$ cat src/sv/hbbc_ram.sv
// ----------------------------------------------------------------------------
// hbbc_ram
// Generic single-port-write, single-read RAM with registered read data.
// ----------------------------------------------------------------------------
module hbbc_ram #(
  parameter int Width = 8,
  parameter int Depth = 16
) (
  input  logic                     clk,
  input  logic                     we,
  input  logic [$clog2(Depth)-1:0] waddr,
  input  logic [Width-1:0]         wdata,
  input  logic [$clog2(Depth)-1:0] raddr,
  output logic [Width-1:0]         rdata
);

  logic [Width-1:0] mem [Depth];

  always_ff @(posedge clk) begin
    if (we) mem[waddr] <= wdata;
    rdata <= mem[raddr];
  end

endmodule

$ cat config.mk
export PLATFORM = sky130hd
export DESIGN_NAME = hbbc_ram
export DESIGN_NICKNAME = d
export VERILOG_FILES = /design/src/sv/hbbc_ram.sv
export SDC_FILE = /design/constraint.sdc
export NUM_CORES = 1
export LEC_CHECK = 0
export CELL_PAD_IN_SITES_DETAIL_PLACEMENT = 1
export CELL_PAD_IN_SITES_GLOBAL_PLACEMENT = 1
export CORE_ASPECT_RATIO = 1.25
export CORE_UTILIZATION = 23
export DETAILED_ROUTE_END_ITERATION = 12
export DONT_BUFFER_PORTS = 1
export PLACE_DENSITY_LB_ADDON = 0.1
export SLEW_MARGIN = 15
export SYNTH_ARGS = -nofsm -noshare
export SYNTH_HDL_FRONTEND = slang
export SYNTH_SLANG_ARGS = --single-unit
$ cat constraint.sdc
create_clock -name clk -period 2.2 [get_ports clk]
set_input_delay 0.44 -clock clk [delete_from_list [all_inputs] [get_ports clk]]
set_output_delay 0.44 -clock clk [all_outputs]
set_load 0.05 [all_outputs]
## Word level (Yosys, flattened, before mapping)

Memories as Yosys holds them, arrays and structs flattened. A register that Yosys moved wholly into a read port is not among the register bits.
Index checks and enable logic that the tools add are counted.

- Mux-type cells: 2

Operators with widths:

| operator | number |
|---|---|
| $mux 1 | 2 |

- Logic and storage cells: 3
- Memories: 1
- Bits of input ports: 18
- Register bits after elaboration: 0
- Output and inout bits: 8
- RAM bits: 128

Memory list:

| name | words | bits a word | read ports | clocked after Yosys merged registers in | write ports | RTL line | RTL |
|---|---|---|---|---|---|---|---|
| mem | 16 | 8 | 1 | 1 | 1 | 17 | `logic [Width-1:0] mem [Depth];` |

## Longest topological paths before layout

Gate-level depths: netlist (run 1).

- Depth in word-level cells: 2
- Mapped depth: 5
- Depth with buffers taken out: 3

## Worst setup path after synthesis (run 1)

Ideal clock, no wire load.

- Path type: in2reg
- Start point: input port waddr[2]
- End point: memory mem[0][0] (enable)
- Required time: 1.817 ns
- Buffers on the path: 0
- Path slack: 0.267 ns
- Setup time: 0.383 ns
- Cell stages on the path: 2
- Data arrival time: 1.550 ns
- Cell sequence: or3b_2 nor3_1

RTL lines:

| element | RTL line | RTL |
|---|---|---|
| start: declaration | 11 | `input logic [$clog2(Depth)-1:0] waddr,` |
| end: declaration | 17 |  |

No word-level cell before the write port.

## Final worst setup path (run 1)

- Start point: register rdata[5], read port of mem
- End point: output port rdata[5]

RTL lines:

| element | RTL line | RTL |
|---|---|---|
| start: declaration | 14 | `output logic [Width-1:0] rdata` |

No word-level cell between the ends.

==> impl_metrics.ini, run 1 <==
[run_status]
status = finished, final reports clean

[synthesis]
synth_edf_count = 128
ys.warnings.count = 0
ys.flop_type = edfxtp_1
synth_area_leader_cell = edfxtp_1
ys_seq_elements = 136
avgSynthCellArea_sq_um = 22.5
synth.area.top_cells = edfxtp_1, mux4_2, mux4_1, dfxtp_1, a22oi_1
postSynthCellCount = 229
yosysMostFrequentCell = edfxtp_1
synth_top_area_share_pct = 74.7
synth-seq-area-share_pct = 77.8
yosys-top-cells-count = edfxtp_1, mux4_2, a22oi_1, mux4_1, nor2_1
ys_async_sr_fraction_pct = 0
ys_types = 19
syn_nets = 247
syn_area_sq_mm = 0.00515

[sta]
tightest_slew_ns = 0.694
finalClockSkew_ns = 0.00752
fin_crit_ns = 1.55
holdWs_ns = 0.121
max_freq_ghz = 0.643
rsz0062_at_grt = false
fin_tns_setup_ns = 0
fin_ws_ns = 0.646
finalCritPeriodShare_pct = 70.6
setup_violations = 0
final_hold_viol_count = 0
relSlewSlack_pct = 53.6
slew_viol_final = 0

[critical_path]
cp_max_fo = 1
startpoint_type = flop
critPathRequiredTime_ns = 1.76
critPathKind = reg2out
rrSetupSlack_ns = 0.68
arrival_ns = 1.11
end_kind = primary output

[clock_tree]
cts_buffers = 17
tritoncts = yes
worstSkewPairLatency_ns = 0.41
cts.sinks = 136
h-tree-depth = 4
cts.clk_slew.worst_paths_ns = 0.06
cts_hold_buf = 0
root_buffer = clkbuf_16
clk_path_buf_depth = 2
cts_resized = 0
postCtsSetupBuffers = 0

[pwr]
power_mw = 6.00
leakage_nw = 1.97
vdd_drop_max_mv = 0.514
power_density_mw_per_mm2 = 978

[flow_run]
drv_cap = 0

[die]
row_count = 60
die_y_um = 169
initial_utilization_pct = 23.6
dieArea_sq_mm = 0.0230
pin_count = 26
core_sq_mm = 0.0218
die_x_um = 136

[detailed_routing]
dr_total_vias = 2296
post-route-drc-count = 0
viasPerCell = 4.19
first_pass_iters = 6
final_antenna_net_count = 0
drt_iter0_drc = 147
routed_wl_um = 12700
wl_per_cell_um = 23.1

[finish]
drive_above_1_share_pct = 24.5
diodes = 0
area_growth_pct = 19.2
final_cells = 548
final_nets = 274

[global_routing]
grt_usage_pct = 12.1
grt_pass1_wl_um = 18500
antenna_found_initial = 0
grt_max_degree = 33
first_global_vias = 2565
grt_overflow_total = 0

[placed_design]
place_inst = 516
dp_hpwl_um = 8230
dpl_worst_slack_ns = 0.559
port_buffers = 0
gp_congestion = 0.689

[worst_hold_path]
hold_path.class = in2reg
[per-layer routing]
metal / up-vias / wire length [um] / track usage [%]
met1: 1218 / 5780 / 15.3
met4: 0 / 229 / 5.08
li1: 1024 / - / -
met5: - / 0 / 0
met2: 43 / 6210 / 19.2
met3: 11 / 446 / 3.49
[final timing paths]
path / from / end / cells past startpoint
worst min register to register: mem[13][3]$_DFFE_PP_ / rdata[3]$_DFF_P_ / 3
worst max-delay path: rdata[5]$_DFF_P_ / rdata[5] / 0
worst min-delay path: wdata[7] / mem[3][7]$_DFFE_PP_ / 0
worst max register to register: mem[0][1]$_DFFE_PP_ / rdata[1]$_DFF_P_ / 3
[metrics by stage]
step           utilization, %  area (sq um)
2_1_floorplan               -          5150
3_3_place_gp             25.5          5550
3_5_place_dp             25.5          5550
4_1_cts                  28.2          6130
5_1_grt                  28.2          6130
6_report                 28.2          6130
[sequential cells by signal, indices dropped and copies added (netlist names)]
| register | count |
|---|---|
| mem | 128 |
| rdata | 8 |
[kinds of logic (layout without fill, tap and decap cells)]
kind of cell,after synthesis,count (layout),synth area share (%)
muxes,32,32,15.0
DFF,136,136,77.8
and+or+nand+nor,35,35,3.18
buffers and inverters,10,50,1.68
AOI/OAI and AO/OA,16,16,2.33
[report_power, final]
part           switching, mW  total, mW  internal (mW)  leakage, nW
combinational         0.0792      0.168         0.0891        0.467
sequential            0.0840       2.98           2.90         1.22
clock                   1.07       2.85           1.78        0.277
[layout by cell type, fill, tap and decap left out]
cell type / instances
clkinvlp_4: 4
a22oi_1: 16
clkinv_4: 1
and2_1: 1
nand3_1: 1
clkbuf_1: 2
nor2_1: 13
mux4_1: 14
buf_4: 18
and2b_1: 1
nor3_1: 4
clkinv_2: 3
bufinv_16: 3
nand2_1: 9
clkinv_1: 1
nand2b_1: 2
clkbuf_16: 17
inv_6: 1
or3b_2: 1
nand3b_1: 2
nor2b_1: 1
dfxtp_1: 8
edfxtp_1: 128
mux4_2: 18
[area by class of cell]
type,count,area [sq um]
clock buffers,19,433
fillers,2204,15600
multi-input cells,83,1060
well taps,279,349
clock inverters,13,156
flip-flops and latches,136,4000
repair buffers,18,135
Power figures use the tool's default switching activity.
==> run 2: changes to the inputs <==
==> constraint.sdc (replaced) <==
create_clock -name clk -period 1.45 [get_ports clk]
set_input_delay 0.29 -clock clk [delete_from_list [all_inputs] [get_ports clk]]
set_output_delay 0.29 -clock clk [all_outputs]
set_load 0.05 [all_outputs]
==> run 2 against run 1 <==
  * Die area is the same
  * Critical path type unchanged
  * Design area rose by 3.8%
  * Critical endpoint unchanged
  * Critical path depth did not move
  * Sequential share of layout area down 2.4 points
==> impl_metrics.ini, run 2 (synthesized netlist as in run 1, its figures left out) <==
[run_status]
status = finished, final reports clean

[clock_tree]
postCtsSetupBuffers = 0
tritoncts = yes
worstSkewPairLatency_ns = 0.41
root_buffer = clkbuf_16
cts.sinks = 136
h-tree-depth = 4
clk_path_buf_depth = 2
cts.clk_slew.worst_paths_ns = 0.05
cts_buffers = 17

[die]
dieArea_sq_mm = 0.0230
core_sq_mm = 0.0218
initial_utilization_pct = 23.6
die_y_um = 169
die_x_um = 136
pin_count = 26
row_count = 60

[finish]
final_cells = 559
final_common_cell = edfxtp_1
largest_registers = mem x128, rdata x8
regArea_sq_mm = 0.00400
drive_above_1_share_pct = 28.6
area_growth_pct = 23.7
final_nets = 285
largest_reg_flops = 128
regMostFlops = mem
layout_common_cells = edfxtp_1, mux4_2, buf_4, clkbuf_16, nor2_1
fillCellCount = 2220
finalInstanceArea_sq_mm = 0.00637
diodes = 0
multiInputGateArea_sq_mm = 0.00109

[critical_path]
startpoint_type = flop
critPathRequiredTime_ns = 1.16
cp_max_fo = 1
arrival_ns = 1.12
end_kind = primary output
critPathKind = reg2out

[sta]
max_freq_ghz = 0.707
fin_crit_ns = 1.41
finalClockSkew_ns = 0.00544
slew_viol_final = 0
fin_ws_ns = 0.0361
relSlewSlack_pct = 48.9
final_hold_viol_count = 0
finalCritPeriodShare_pct = 97.5
rsz0062_at_grt = false
tightest_slew_ns = 0.764
holdWs_ns = 0.193
setup_violations = 0

[global_routing]
first_global_vias = 2719
grt_usage_pct = 12.1
grt_max_degree = 33
antenna_found_initial = 0
grt_overflow_total = 0
grt_pass1_wl_um = 18600

[placed_design]
dp_hpwl_um = 7980
port_buffers = 0
dpl_worst_slack_ns = -0.0422
dpl_cell_area_sq_mm = 0.00561
gp_congestion = 0.668
place_inst = 519

[detailed_routing]
routed_wl_um = 12700
final_antenna_net_count = 0
viasPerCell = 4.23
wl_per_cell_um = 22.8
first_pass_iters = 4
drt_iter0_drc = 166
dr_total_vias = 2363
post-route-drc-count = 0

[worst_hold_path]
hold_path.class = in2reg

[pwr]
vdd_drop_max_mv = 0.810
power_density_mw_per_mm2 = 1520
leakage_nw = 2.06

[flow_run]
drv_cap = 0
## run 2: cell types whose count changed in the layout (fill, tap and decap cells not counted), sizes merged
cell / delta
inv: -1
buf: +3
clkinvlp: -3
bufinv: +3
clkbuf: -2
clkinv: +3
dlygate4sd3: +8
## run 2: what timing repair did
| action | CTS | global route |
|---|---|---|
| pin swaps | 0 | 1 |
| hold endpoints to repair | 128 | 0 |
| gates resized for setup | 2 | 6 |
| endpoints found under the setup margin | 2 | 5 |
| hold buffers | 8 | 0 |
| cloned | 0 | 0 |
## run 2: final timing paths
check	startpoint	to	slack, ns	cells after the start
setup reg to reg	mem[11][6]$_DFFE_PP_	rdata[6]$_DFF_P_	0.07	3
hold / removal	raddr[1]	rdata[5]$_DFF_P_	0.19	3
hold reg to reg	mem[12][2]$_DFFE_PP_	rdata[2]$_DFF_P_	0.68	3
setup / recovery	rdata[5]$_DFF_P_	rdata[5]	0.04	0
## run 2: per-layer routing
layer	vias to the layer above	track usage, %	part of all wire [%]
met5	-	0	0
met2	35	19.8	50
li1	1043	-	-
met4	0	5.13	1.3
met3	8	2.96	2.9
met1	1277	15.0	46
## run 2: final cells by class
cell class | count | area share, %
Tap cell | 279 | 5.48
Multi-Input combinational cell | 83 | 17.2
Clock inverter | 15 | 3.64
Sequential cell | 136 | 62.9
Timing Repair Buffer | 29 | 4.13
Clock buffer | 17 | 6.68
## run 2: power by group
group / internal [mW] / switching, mW / total [mW]
Combinational: 0.163 / 0.199 / 0.362
Clock: 3.20 / 1.62 / 4.82
Sequential: 4.40 / 0.116 / 4.51
## run 2: metrics by stage
| stage | util (%) | total power [mW] | setup TNS (ns) |
|---|---|---|---|
| 6_report | 29.2 | 9.70 | 0 |
| 5_1_grt | 29.2 | 9.98 | 0 |
| 4_1_cts | 29.2 | 9.80 | 0 |
| 3_5_place_dp | 25.8 | 4.89 | -0.212 |
| 3_3_place_gp | 25.8 | 4.88 | -0.143 |
| 2_1_floorplan | - | 4.81 | -3.26 |
==> run 3: changes to the inputs <==
==> constraint.sdc (replaced) <==
create_clock -name clk -period 1.7 [get_ports clk]
set_input_delay 0.34 -clock clk [delete_from_list [all_inputs] [get_ports clk]]
set_output_delay 0.34 -clock clk [all_outputs]
set_load 0.05 [all_outputs]
==> run 3 against run 2 <==
  * Critical path depth stayed put
  * Core utilization is 0.51 points higher
  * Largest power group unchanged
  * Routed wire length is 6.9% higher
==> impl_metrics.ini, run 3 (synthesized netlist as in run 1, its figures left out) <==
[run_status]
status = finished, final reports clean

[critical_path]
startpoint_type = flop
critPathKind = reg2out
arrival_ns = 1.11
critPathRequiredTime_ns = 1.36
cp_max_fo = 1
end_kind = primary output

[pwr]
leakage_nw = 2.13
vdd_drop_max_mv = 0.670
power_density_mw_per_mm2 = 1320
power_mw = 8.58

[sta]
tightest_slew_ns = 0.756
holdWs_ns = 0.237
final_hold_viol_count = 0
relSlewSlack_pct = 49.5
finalClockSkew_ns = 0.00864
setup_violations = 0
fin_crit_ns = 1.45
slew_viol_final = 0
fin_tns_setup_ns = 0
rsz0062_at_grt = false
finalCritPeriodShare_pct = 85.6
max_freq_ghz = 0.687

[finish]
regMostFlops = mem
layout_common_cells = edfxtp_1, dlygate4sd3_1, mux4_2, clkbuf_16, buf_4
area_growth_pct = 25.9
final_nets = 296
drive_above_1_share_pct = 23.4
largest_registers = mem x128, rdata x8
largest_reg_flops = 128
final_common_cell = edfxtp_1
diodes = 0

[detailed_routing]
first_pass_iters = 5
post-route-drc-count = 0
viasPerCell = 4.30
final_antenna_net_count = 0
drt_iter0_drc = 145
dr_total_vias = 2450
wl_per_cell_um = 23.9
routed_wl_um = 13600

[die]
die_x_um = 136
core_sq_mm = 0.0218
row_count = 60
dieArea_sq_mm = 0.0230
die_y_um = 169
initial_utilization_pct = 23.6
pin_count = 26

[clock_tree]
cts.clk_slew.worst_paths_ns = 0.06
h-tree-depth = 4
clk_path_buf_depth = 2
cts_buffers = 17
cts.sinks = 136
tritoncts = yes
postCtsSetupBuffers = 0
root_buffer = clkbuf_16
worstSkewPairLatency_ns = 0.42

[global_routing]
grt_overflow_total = 0
grt_pass1_wl_um = 19400
grt_usage_pct = 12.8
first_global_vias = 2657
grt_max_degree = 33
antenna_found_initial = 0

[flow_run]
drv_cap = 0

[worst_hold_path]
hold_path.class = in2reg

[placed_design]
gp_congestion = 0.653
port_buffers = 0
dp_hpwl_um = 8070
## run 3: final timing paths
path | startpoint | endpoint | slack [ns] | depth (start not counted)
setup / recovery | rdata[3]$_DFF_P_ | rdata[3] | 0.25 | 0
hold / removal | raddr[1] | rdata[1]$_DFF_P_ | 0.24 | 3
setup reg to reg | mem[2][6]$_DFFE_PP_ | rdata[6]$_DFF_P_ | 0.28 | 3
hold reg to reg | mem[14][1]$_DFFE_PP_ | rdata[1]$_DFF_P_ | 0.67 | 3
## run 3: routing by layer
metal / share of wire, % / vias up / routed length [um] / global-route usage (%)
met5: 0 / - / 0 / 0
met4: 1.5 / 0 / 209 / 5.72
met3: 3.9 / 10 / 524 / 3.17
met2: 50 / 56 / 6740 / 20.1
met1: 45 / 1313 / 6130 / 16.7
li1: - / 1071 / - / -
## run 3: layout make-up
| type | count | area, sq um |
|---|---|---|
| sequential | 136 | 4000 |
| timing repair buffer | 40 | 358 |
| tap | 279 | 349 |
| clock inverter | 14 | 277 |
| fill | 2201 | 15300 |
| multi-input combinational | 83 | 1060 |
| clock buffer | 18 | 429 |
## run 3: worst reg2reg max path, delay by kind of cell, from the launching register on
kind,cells,cell delay [ns]
compound gates,1,0.33
flops,1,0.36
mux,1,0.46
simple gates,1,0.14
## run 3: metrics by stage
step / std cells / utilization (%) / worst slack (ns) / area [sq um]
6_report: 570 / 29.8 / 0.245 / 6480
5_1_grt: 570 / 29.8 / 0.198 / 6480
4_1_cts: 561 / 29.3 / 0.207 / 6390
3_5_place_dp: 515 / 25.5 / 0.196 / 5540
3_3_place_gp: 515 / 25.5 / 0.164 / 5540
2_1_floorplan: 229 / - / 0.0939 / 5150
## run 3: what timing repair did
item | CTS | global route
endpoints found under the hold margin | 59 | 48
gates resized for setup | 0 | 0
setup endpoints to repair | 0 | 0
hold buffers | 14 | 9
## run 3: power by group
part | switching (mW) | internal (mW) | total [mW]
Combinational | 0.159 | 0.151 | 0.309
Clock | 1.38 | 3.04 | 4.41
Sequential | 0.107 | 3.75 | 3.86
